### config.mk
export PLATFORM = sky130hd
export DESIGN_NAME = cascaded_biquad_iir_filter
export DESIGN_NICKNAME = d
export VERILOG_FILES = /design/src/rtl/cbq_pkg.sv /design/src/rtl/cbq_coef_ram.sv /design/src/rtl/cbq_delay_ram.sv /design/src/rtl/cbq_mac.sv /design/src/rtl/cascaded_biquad_iir_filter.sv
export SDC_FILE = /design/constraint.sdc
export NUM_CORES = 2
export LEC_CHECK = 0
export BUFFER_PORTS_ARGS = -buffer_cell sky130_fd_sc_hd__buf_2
export CAP_MARGIN = 20
export CORE_ASPECT_RATIO = 0.7
export CORE_MARGIN = 1
export CORE_UTILIZATION = 47
export DETAILED_ROUTE_END_ITERATION = 8
export PLACE_DENSITY = 0.72
export SYNTH_ARGS = -nofsm -noshare
export SYNTH_HDL_FRONTEND = slang
export SYNTH_SLANG_ARGS = --single-unit
### constraint.sdc
create_clock -name clk_i -period 11.51 [get_ports clk_i]
set_input_delay 1.151 -clock clk_i [delete_from_list [all_inputs] [get_ports clk_i]]
set_output_delay 1.151 -clock clk_i [all_outputs]
set_load 0.1 [all_outputs]
### src/rtl/cbq_pkg.sv
`timescale 1ns / 1ps

package cbq_pkg;

  // Default sizes of the filter.
  localparam int MAX_SECTIONS = 8;
  localparam int SAMPLE_WIDTH = 16;
  localparam int COEF_WIDTH   = 20;

  // Fixed field and port widths.
  localparam int SLOT_W    = 6;
  localparam int CFG_W     = 4;
  localparam int APB_AW    = 3;
  localparam int APB_DW    = 32;

  localparam int COEFS_PER_SECTION = 5;

  // Position of each coefficient inside a section's group of five.
  localparam int K_B0 = 0;
  localparam int K_B1 = 1;
  localparam int K_B2 = 2;
  localparam int K_A1 = 3;
  localparam int K_A2 = 4;

  // Input commands.
  localparam logic CMD_FILTER = 1'b0;
  localparam logic CMD_LOAD   = 1'b1;

  // Register index of sections_in_use, as taken from paddr[2].
  localparam logic REG_SECTIONS = 1'b0;
  localparam logic [CFG_W-1:0] SECTIONS_RESET = 4'd1;

  typedef enum logic [1:0] {
    ST_IDLE,
    ST_RUN,
    ST_DONE
  } state_e;

  // One section takes six steps, five named after the coefficient read issued and one for the row write.
  typedef enum logic [2:0] {
    PH_RD_A1,
    PH_RD_A2,
    PH_RD_B1,
    PH_RD_B2,
    PH_RD_B0,
    PH_WRITE
  } phase_e;

  typedef enum logic [2:0] {
    ACC_HOLD,
    ACC_ADD,
    ACC_SUB,
    ACC_X_SUB,
    ACC_LOAD
  } acc_op_e;

  typedef enum logic [1:0] {
    MUL_D1,
    MUL_D2,
    MUL_W
  } mul_sel_e;

  typedef struct packed {
    acc_op_e  acc_op;
    mul_sel_e mul_sel;
    logic     x_load_in;
    logic     x_load_round;
    logic     w_load;
  } mac_ctrl_t;

endpackage

### src/rtl/cbq_coef_ram.sv
`timescale 1ns / 1ps

module cbq_coef_ram #(
  parameter int DEPTH = 40,
  parameter int WIDTH = 20,
  parameter int AW    = 6
) (
  input  logic                    clk_i,
  input  logic                    we_i,
  input  logic [AW-1:0]           waddr_i,
  input  logic signed [WIDTH-1:0] wdata_i,
  input  logic                    re_i,
  input  logic [AW-1:0]           raddr_i,
  output logic signed [WIDTH-1:0] rdata_o
);

  logic signed [WIDTH-1:0] mem [DEPTH];
  logic signed [WIDTH-1:0] rdata_q;

  always_ff @(posedge clk_i) begin
    if (we_i) begin
      mem[waddr_i] <= wdata_i;
    end
    if (re_i) begin
      rdata_q <= mem[raddr_i];
    end
  end

  assign rdata_o = rdata_q;

endmodule

### src/rtl/cbq_delay_ram.sv
`timescale 1ns / 1ps

module cbq_delay_ram #(
  parameter int DEPTH = 8,
  parameter int WIDTH = 48,
  parameter int AW    = 3
) (
  input  logic             clk_i,
  input  logic             rst_ni,
  input  logic             we_i,
  input  logic [AW-1:0]    waddr_i,
  input  logic [WIDTH-1:0] wdata_i,
  input  logic             re_i,
  input  logic [AW-1:0]    raddr_i,
  output logic [WIDTH-1:0] rdata_o
);

  logic [WIDTH-1:0] mem [DEPTH];
  logic [WIDTH-1:0] rdata_q;
  logic [DEPTH-1:0] valid_q;
  logic             rvalid_q;

  // A row never written since reset reads as zero.
  always_ff @(posedge clk_i or negedge rst_ni) begin
    if (!rst_ni) begin
      valid_q  <= '0;
      rvalid_q <= 1'b0;
    end else begin
      if (we_i) begin
        valid_q[waddr_i] <= 1'b1;
      end
      if (re_i) begin
        rvalid_q <= valid_q[raddr_i];
      end
    end
  end

  always_ff @(posedge clk_i) begin
    if (we_i) begin
      mem[waddr_i] <= wdata_i;
    end
    if (re_i) begin
      rdata_q <= mem[raddr_i];
    end
  end

  assign rdata_o = rvalid_q ? rdata_q : '0;

endmodule

### src/rtl/cbq_mac.sv
`timescale 1ns / 1ps

module cbq_mac #(
  parameter int SAMPLE_WIDTH = cbq_pkg::SAMPLE_WIDTH,
  parameter int COEF_WIDTH   = cbq_pkg::COEF_WIDTH
) (
  input  logic                            clk_i,
  input  cbq_pkg::mac_ctrl_t              ctrl_i,
  input  logic signed [SAMPLE_WIDTH-1:0]  sample_i,
  input  logic signed [COEF_WIDTH-1:0]    coef_i,
  input  logic signed [SAMPLE_WIDTH+7:0]  d1_i,
  input  logic signed [SAMPLE_WIDTH+7:0]  d2_i,
  output logic signed [SAMPLE_WIDTH+7:0]  w_o,
  output logic signed [SAMPLE_WIDTH-1:0]  y_o
);

  localparam int DW     = SAMPLE_WIDTH + 8;
  localparam int FRAC   = COEF_WIDTH - 4;
  localparam int PROD_W = COEF_WIDTH + DW;
  localparam int ACC_W  = PROD_W + 2;

  localparam logic signed [ACC_W-1:0] RND_HALF = ACC_W'(1) << (FRAC - 1);
  localparam logic signed [ACC_W-1:0] D_HI = {{(ACC_W-DW+1){1'b0}}, {(DW-1){1'b1}}};
  localparam logic signed [ACC_W-1:0] D_LO = ~D_HI;
  localparam logic signed [DW-1:0] Y_HI = {{(DW-SAMPLE_WIDTH+1){1'b0}}, {(SAMPLE_WIDTH-1){1'b1}}};
  localparam logic signed [DW-1:0] Y_LO = ~Y_HI;

  logic signed [PROD_W-1:0] prod_q;
  logic signed [ACC_W-1:0]  acc_q, acc_d;
  logic signed [DW-1:0]     x_q, w_q;
  logic signed [DW-1:0]     opnd;
  logic signed [ACC_W-1:0]  prod_ext, x_ext, acc_rnd, acc_shr;
  logic signed [DW-1:0]     rnd_sat;

  always_comb begin
    case (ctrl_i.mul_sel)
      cbq_pkg::MUL_D2: opnd = d2_i;
      cbq_pkg::MUL_W:  opnd = w_q;
      default:         opnd = d1_i;
    endcase
  end

  assign prod_ext = ACC_W'(prod_q);
  assign x_ext    = ACC_W'(x_q) <<< FRAC;

  always_comb begin
    case (ctrl_i.acc_op)
      cbq_pkg::ACC_ADD:   acc_d = acc_q + prod_ext;
      cbq_pkg::ACC_SUB:   acc_d = acc_q - prod_ext;
      cbq_pkg::ACC_X_SUB: acc_d = x_ext - prod_ext;
      cbq_pkg::ACC_LOAD:  acc_d = prod_ext;
      default:            acc_d = acc_q;
    endcase
  end

  // Round half up, floor shift back to delay word scale, then saturate.
  always_comb begin
    acc_rnd = acc_q + RND_HALF;
    acc_shr = acc_rnd >>> FRAC;
    if (acc_shr > D_HI) begin
      rnd_sat = D_HI[DW-1:0];
    end else if (acc_shr < D_LO) begin
      rnd_sat = D_LO[DW-1:0];
    end else begin
      rnd_sat = acc_shr[DW-1:0];
    end
  end

  always_ff @(posedge clk_i) begin
    prod_q <= PROD_W'(coef_i) * PROD_W'(opnd);
    acc_q  <= acc_d;
    if (ctrl_i.x_load_in) begin
      x_q <= DW'(sample_i);
    end else if (ctrl_i.x_load_round) begin
      x_q <= rnd_sat;
    end
    if (ctrl_i.w_load) begin
      w_q <= rnd_sat;
    end
  end

  assign w_o = w_q;

  always_comb begin
    if (x_q > Y_HI) begin
      y_o = Y_HI[SAMPLE_WIDTH-1:0];
    end else if (x_q < Y_LO) begin
      y_o = Y_LO[SAMPLE_WIDTH-1:0];
    end else begin
      y_o = x_q[SAMPLE_WIDTH-1:0];
    end
  end

endmodule

### src/rtl/cascaded_biquad_iir_filter.sv
`timescale 1ns / 1ps

// Cascade of direct-form-II biquad sections on signed fixed-point samples.
// Input channel (in_valid_i/in_ready_o): each word is a command. A load word
// writes coef_value_i into coefficient slot coef_slot_i (section*5 + k) and is
// taken with no result, leaving the block idle; slots beyond the store are
// dropped. A filter word runs sample_in_i through n = min(sections_in_use,
// MAX_SECTIONS) sections and yields one word on the output channel
// (out_valid_o/out_ready_i). One shared multiplier forms five products per
// section, with coefficients and delay rows fetched from synchronous
// memories, one read per cycle from each. A new filter word is taken only
// after the last result is in the output register; in_ready_o is low while a
// sample is in flight.
// The result sits in an output register; if the receiver stalls, the next
// sample is still taken and computed, and is held until the register frees.
// Reset clears the delay words (per-row valid bits, no clearing pass) and
// sets sections_in_use to 1. Coefficients are undefined until loaded and are
// never cleared; loading them leaves the delay words alone. sections_in_use
// must be written by the user via APB address 0 while idle (not enforced).
module cascaded_biquad_iir_filter #(
  parameter int MAX_SECTIONS = cbq_pkg::MAX_SECTIONS,
  parameter int SAMPLE_WIDTH = cbq_pkg::SAMPLE_WIDTH,
  parameter int COEF_WIDTH   = cbq_pkg::COEF_WIDTH
) (
  input  logic                              clk_i,
  input  logic                              rst_ni,
  input  logic                              in_valid_i,
  output logic                              in_ready_o,
  input  logic                              command_i,
  input  logic signed [SAMPLE_WIDTH-1:0]    sample_in_i,
  input  logic [cbq_pkg::SLOT_W-1:0]        coef_slot_i,
  input  logic signed [COEF_WIDTH-1:0]      coef_value_i,
  output logic                              out_valid_o,
  input  logic                              out_ready_i,
  output logic signed [SAMPLE_WIDTH-1:0]    sample_out_o,
  input  logic                              psel,
  input  logic                              penable,
  input  logic                              pwrite,
  input  logic [cbq_pkg::APB_AW-1:0]        paddr,
  input  logic [cbq_pkg::APB_DW-1:0]        pwdata,
  output logic [cbq_pkg::APB_DW-1:0]        prdata,
  output logic                              pready
);

  localparam int DW         = SAMPLE_WIDTH + 8;
  localparam int COEF_DEPTH = cbq_pkg::COEFS_PER_SECTION * MAX_SECTIONS;
  localparam int CA_W       = $clog2(COEF_DEPTH);
  localparam int SEC_W      = $clog2(MAX_SECTIONS + 1);
  localparam int ROW_AW     = (MAX_SECTIONS > 1) ? $clog2(MAX_SECTIONS) : 1;
  localparam int SLOT_EXT_W = (CA_W > cbq_pkg::SLOT_W) ? CA_W : cbq_pkg::SLOT_W;

  cbq_pkg::state_e   state_q, state_d;
  cbq_pkg::phase_e   phase_q, phase_d;
  logic [SEC_W-1:0]  sec_q, sec_d;
  logic [cbq_pkg::CFG_W-1:0] cfg_sections_q;
  logic              out_valid_q, out_valid_d;
  logic signed [SAMPLE_WIDTH-1:0] out_q;

  logic [SEC_W-1:0]  n_active;
  logic              in_fire, out_load;
  logic              cfg_we;
  cbq_pkg::mac_ctrl_t mac_ctrl;

  logic [SLOT_EXT_W-1:0] slot_ext;
  logic              coef_we, coef_re;
  logic [CA_W-1:0]   coef_base, coef_raddr;
  logic signed [COEF_WIDTH-1:0] coef_rdata;

  logic              row_re, row_we;
  logic [2*DW-1:0]   row_rdata, row_wdata;
  logic signed [DW-1:0] d1, d2, w_val;
  logic signed [SAMPLE_WIDTH-1:0] y_val;

  // ---------------------------------------------------------------- config
  assign cfg_we = psel && penable && pwrite && (paddr[2] == cbq_pkg::REG_SECTIONS);
  assign pready = 1'b1;
  assign prdata = (paddr[2] == cbq_pkg::REG_SECTIONS) ?
                  cbq_pkg::APB_DW'(cfg_sections_q) : '0;

  always_ff @(posedge clk_i or negedge rst_ni) begin
    if (!rst_ni) begin
      cfg_sections_q <= cbq_pkg::SECTIONS_RESET;
    end else if (cfg_we) begin
      cfg_sections_q <= pwdata[cbq_pkg::CFG_W-1:0];
    end
  end

  assign n_active = (5'(cfg_sections_q) > 5'(MAX_SECTIONS)) ?
                    SEC_W'(MAX_SECTIONS) : SEC_W'(cfg_sections_q);

  // ---------------------------------------------------------------- memories
  assign in_fire  = in_valid_i && in_ready_o;
  assign slot_ext = SLOT_EXT_W'(coef_slot_i);
  assign coef_we  = in_fire && (command_i == cbq_pkg::CMD_LOAD) &&
                    (slot_ext < SLOT_EXT_W'(COEF_DEPTH));
  assign coef_base = (CA_W'(sec_q) << 2) + CA_W'(sec_q);

  cbq_coef_ram #(
    .DEPTH (COEF_DEPTH),
    .WIDTH (COEF_WIDTH),
    .AW    (CA_W)
  ) u_coef_ram (
    .clk_i   (clk_i),
    .we_i    (coef_we),
    .waddr_i (slot_ext[CA_W-1:0]),
    .wdata_i (coef_value_i),
    .re_i    (coef_re),
    .raddr_i (coef_raddr),
    .rdata_o (coef_rdata)
  );

  // Row layout: newest delay word in the upper half.
  assign d1        = row_rdata[2*DW-1:DW];
  assign d2        = row_rdata[DW-1:0];
  assign row_wdata = {w_val, d1};

  cbq_delay_ram #(
    .DEPTH (MAX_SECTIONS),
    .WIDTH (2 * DW),
    .AW    (ROW_AW)
  ) u_delay_ram (
    .clk_i   (clk_i),
    .rst_ni  (rst_ni),
    .we_i    (row_we),
    .waddr_i (sec_q[ROW_AW-1:0]),
    .wdata_i (row_wdata),
    .re_i    (row_re),
    .raddr_i (sec_q[ROW_AW-1:0]),
    .rdata_o (row_rdata)
  );

  // ---------------------------------------------------------------- datapath
  cbq_mac #(
    .SAMPLE_WIDTH (SAMPLE_WIDTH),
    .COEF_WIDTH   (COEF_WIDTH)
  ) u_mac (
    .clk_i    (clk_i),
    .ctrl_i   (mac_ctrl),
    .sample_i (sample_in_i),
    .coef_i   (coef_rdata),
    .d1_i     (d1),
    .d2_i     (d2),
    .w_o      (w_val),
    .y_o      (y_val)
  );

  // ---------------------------------------------------------------- sequencer
  always_ff @(posedge clk_i or negedge rst_ni) begin
    if (!rst_ni) begin
      state_q     <= cbq_pkg::ST_IDLE;
      phase_q     <= cbq_pkg::PH_RD_A1;
      sec_q       <= '0;
      out_valid_q <= 1'b0;
    end else begin
      state_q     <= state_d;
      phase_q     <= phase_d;
      sec_q       <= sec_d;
      out_valid_q <= out_valid_d;
    end
  end

  always_ff @(posedge clk_i) begin
    if (out_load) begin
      out_q <= y_val;
    end
  end

  // The tail of section s (adding b0*w, rounding y) overlaps the first two
  // steps of section s+1; a pass with sec_q equal to n only runs that tail.
  always_comb begin
    state_d    = state_q;
    phase_d    = phase_q;
    sec_d      = sec_q;
    in_ready_o = 1'b0;
    out_load   = 1'b0;
    coef_re    = 1'b0;
    coef_raddr = coef_base + CA_W'(cbq_pkg::K_A1);
    row_re     = 1'b0;
    row_we     = 1'b0;
    mac_ctrl   = '{acc_op: cbq_pkg::ACC_HOLD, mul_sel: cbq_pkg::MUL_D1,
                   x_load_in: 1'b0, x_load_round: 1'b0, w_load: 1'b0};

    unique case (state_q)
      cbq_pkg::ST_IDLE: begin
        in_ready_o = 1'b1;
        if (in_valid_i && (command_i == cbq_pkg::CMD_FILTER)) begin
          mac_ctrl.x_load_in = 1'b1;
          sec_d   = '0;
          phase_d = cbq_pkg::PH_RD_A1;
          state_d = cbq_pkg::ST_RUN;
        end
      end

      cbq_pkg::ST_RUN: begin
        unique case (phase_q)
          cbq_pkg::PH_RD_A1: begin
            coef_re    = (sec_q < n_active);
            row_re     = (sec_q < n_active);
            coef_raddr = coef_base + CA_W'(cbq_pkg::K_A1);
            if (sec_q != '0) begin
              mac_ctrl.acc_op = cbq_pkg::ACC_ADD;
            end
            phase_d = cbq_pkg::PH_RD_A2;
          end
          cbq_pkg::PH_RD_A2: begin
            coef_re    = (sec_q < n_active);
            coef_raddr = coef_base + CA_W'(cbq_pkg::K_A2);
            mac_ctrl.mul_sel      = cbq_pkg::MUL_D1;
            mac_ctrl.x_load_round = (sec_q != '0);
            if (sec_q == n_active) begin
              state_d = cbq_pkg::ST_DONE;
              phase_d = cbq_pkg::PH_RD_A1;
            end else begin
              phase_d = cbq_pkg::PH_RD_B1;
            end
          end
          cbq_pkg::PH_RD_B1: begin
            coef_re    = 1'b1;
            coef_raddr = coef_base + CA_W'(cbq_pkg::K_B1);
            mac_ctrl.mul_sel = cbq_pkg::MUL_D2;
            mac_ctrl.acc_op  = cbq_pkg::ACC_X_SUB;
            phase_d = cbq_pkg::PH_RD_B2;
          end
          cbq_pkg::PH_RD_B2: begin
            coef_re    = 1'b1;
            coef_raddr = coef_base + CA_W'(cbq_pkg::K_B2);
            mac_ctrl.mul_sel = cbq_pkg::MUL_D1;
            mac_ctrl.acc_op  = cbq_pkg::ACC_SUB;
            phase_d = cbq_pkg::PH_RD_B0;
          end
          cbq_pkg::PH_RD_B0: begin
            coef_re    = 1'b1;
            coef_raddr = coef_base + CA_W'(cbq_pkg::K_B0);
            mac_ctrl.mul_sel = cbq_pkg::MUL_D2;
            mac_ctrl.acc_op  = cbq_pkg::ACC_LOAD;
            mac_ctrl.w_load  = 1'b1;
            phase_d = cbq_pkg::PH_WRITE;
          end
          cbq_pkg::PH_WRITE: begin
            mac_ctrl.mul_sel = cbq_pkg::MUL_W;
            mac_ctrl.acc_op  = cbq_pkg::ACC_ADD;
            row_we  = 1'b1;
            sec_d   = sec_q + 1'b1;
            phase_d = cbq_pkg::PH_RD_A1;
          end
          default: begin
            phase_d = cbq_pkg::PH_RD_A1;
          end
        endcase
      end

      cbq_pkg::ST_DONE: begin
        if (!out_valid_q || out_ready_i) begin
          out_load = 1'b1;
          state_d  = cbq_pkg::ST_IDLE;
        end
      end

      default: begin
        state_d = cbq_pkg::ST_IDLE;
      end
    endcase
  end

  always_comb begin
    if (out_load) begin
      out_valid_d = 1'b1;
    end else if (out_ready_i) begin
      out_valid_d = 1'b0;
    end else begin
      out_valid_d = out_valid_q;
    end
  end

  assign out_valid_o  = out_valid_q;
  assign sample_out_o = out_q;

endmodule

==> metrics <==
Final Wtd Congestion 0.958; number of global-route vias before repair 52100; WL/cell 23.1 um; Worst Hold Class in2async; row cnt 125; Worst R2R Start phase_q[1]; Peak Freq 95.7 MHz; xor and xnor area share after synthesis 0.0199; Crit path required time 12170 ps; CP max stage cell o21ai_1; setup TNS 0 ps; Post-CTS Resized 0; Clk Latency, worst-skew pair 780 ps; largest net degree at the start of global routing 189; DRT Pass-1 Iters 6; clock buffer depth 3; Pins Over Slew Limit 0; cell count after synthesis 6632; CP max stage delay 900 ps; FF-to-FF End u_mac.prod_q[42]; Worst Setup End Kind flip-flop; kind of cell adding the most delay to the critical path adder cells; Die Width 493 um; # H-tree levels 4; cell mode on critical path fa_1; final setup fails 0; Post-synth EDFFs 1362; CTS root buf clkbuf_16; die area 170000 um^2; sequential area share after synthesis 0.535; Tmin final 10450 ps; clock-pin slew on the worst setup and hold paths 60 ps; initial antenna violation count 4; Worst Max-Slew Pin Slew 1110 ps; CTS Hold Bufs 0; Starting Density 0.475; most common cell after layout, fill and taps aside edfxtp_1; number of buffers added on ports 76; final WL 207000 um; core area 167000 um^2; period utilisation layout 0.908; Synth Area in Simple Gates 0.124; Setup Buffers After CTS 0; GRT Residual Overflow 0; ANT nets after route 0; number of DRC violations after detailed-routing iteration 0 6107; Worst Path Arrival 11110 ps; all-layer global routing usage 0.241; post-synthesis adder-cell area fraction 0.157; drt drc 0; drt via density 5.92; Vias 52900; fraction of final layout cells sized beyond drive strength 1 0.0847; synth-to-layout area growth 9.22%; worst path bufs/invs 3; r2r setup slk 1060 ps; most frequent cells in the layout edfxtp_1 (1362), nand2_1 (977), inv_1 (612); CTS tree done; status finished clean; post-synthesis mux area share 0.00163; RSZ-0062 raised after global routing no; Num CTS Buffers 133; Top FF cell, synth edfxtp_1; cell area after synthesis 79200 um^2; Netlist cell types 95; Final Hold Vio Count 0; Synth Area per Inst 11.9 um^2; Synth Area in Compound Gates 0.111; Slew HR 0.256; Syn. warnings 0; die height 345 um; FFs w/ async S/R, synth 0.0161; first-pass GRT wire length 315000 um; kind of critical path reg2reg; Worst Clk Skew 47.4 ps; dpl hpwl 130000 um; critical path peak fanout 18; fill count 13900; # nets final 7386; max_cap viols 0; Startpoint Class flip-flop; reg2reg path depth 27; clk sink count 1429; io pins 136; Yosys reg bits 1429; main combinational cell family by area after synthesis adder cells
[area by class of cell]
type,instances,area [um^2],share of cell area
Antenna cell,3,7.51,0.0000868
Inverter,613,2300,0.0266
Tap cell,2222,2780,0.0321
Multi-Input combinational cell,4205,33300,0.384
Sequential cell,1429,42400,0.490
Clock buffer,165,3500,0.0405
Timing Repair Buffer,220,1600,0.0185
Clock inverter,76,696,0.00804
[routing by layer]
layer / global-route usage / wire length, um / up-vias
li1: - / - / 23400
met2: 0.362 / 91200 / 2701
met3: 0.0433 / 21700 / 274
met5: 0 / 0 / -
met4: 0.0628 / 4430 / 0
met1: 0.359 / 89200 / 26500
[kinds of logic after synthesis]
group           after synthesis
simple gates               2049
flops                      1429
compound gates             1236
buf+inv                    1025
fa+ha+maj                   699
xor+xnor                    180
mux                          12
other cells                   2
[flip-flops by register name, summed over array words and instances, names as in the netlist, 3 cells and up]
register	count
sec_q	4
u_coef_ram.mem	800
u_delay_ram.mem	384
u_mac.x_q	24
u_mac.acc_q	46
cfg_sections_q	4
phase_q	3
u_delay_ram.valid_q	8
u_mac.w_o	24
sample_out_o	16
u_delay_ram.rdata_q	48
u_coef_ram.rdata_o	20
u_mac.prod_q	44
[how the worst max path moves through the flow]
| stage | startpoint | to | slack (ps) | cells after the start |
|---|---|---|---|---|
| after CTS | phase_q[1] | u_mac.prod_q[42] | 1220 | 29 |
| after floorplan | phase_q[0] | u_mac.prod_q[43] | 2860 | 32 |
| after global placement | phase_q[1] | u_mac.prod_q[42] | 1420 | 29 |
| final | phase_q[1] | u_mac.prod_q[42] | 1060 | 27 |
| after global routing | phase_q[1] | u_mac.prod_q[42] | 560 | 29 |
| after detailed placement | phase_q[1] | u_mac.prod_q[42] | 1300 | 29 |
[synthesized netlist by cell type, types with 10 or more instances]
cell / n / share of area
a211oi_1: 179 / 0.017
nand2b_1: 22 / 0.0017
o21ai_0: 173 / 0.011
or2_2: 31 / 0.0024
a21o_1: 43 / 0.0041
a22oi_1: 236 / 0.022
clkbuf_1: 338 / 0.016
o21a_1: 31 / 0.0029
a31oi_1: 59 / 0.0047
o31ai_1: 12 / 0.0011
a311o_1: 61 / 0.0077
buf_4: 31 / 0.0029
xnor2_1: 131 / 0.014
o211ai_1: 54 / 0.0051
a311oi_1: 63 / 0.0070
dfxtp_1: 44 / 0.011
nor4_1: 14 / 0.0011
nor3_1: 43 / 0.0027
o221ai_1: 37 / 0.0041
a21oi_1: 158 / 0.010
nand3_1: 148 / 0.0094
or3_1: 14 / 0.0011
and2_0: 18 / 0.0014
o21bai_1: 16 / 0.0015
and3_1: 24 / 0.0019
edfxtp_1: 1362 / 0.52
nor2b_1: 20 / 0.0016
xor2_1: 49 / 0.0054
buf_1: 30 / 0.0014
and2_1: 402 / 0.032
a31o_2: 24 / 0.0027
nor2_1: 184 / 0.0087
o311ai_0: 10 / 0.0011
ha_1: 205 / 0.032
nand2_1: 977 / 0.046
inv_1: 612 / 0.029
fa_1: 494 / 0.12
nand3b_1: 24 / 0.0023
nand4_1: 83 / 0.0066
dfrtp_1: 22 / 0.0070
[through the flow]
step | cells | worst slack [ps] | hold slack [ps] | util | instance area [um^2]
after floorplan | 6659 | 2860 | 440 | - | 79300
after global placement | 8680 | 1420 | 451 | 0.493 | 82100
after detailed placement | 8682 | 1300 | 457 | 0.493 | 82200
after CTS | 8923 | 1220 | 333 | 0.519 | 86400
after global routing | 8932 | 562 | 388 | 0.519 | 86500
final | 8933 | 1060 | 363 | 0.519 | 86500
Power is left out: the tool's default activity adds up to more than one toggle a clock period on the data nets, which glitch-free logic cannot reach.
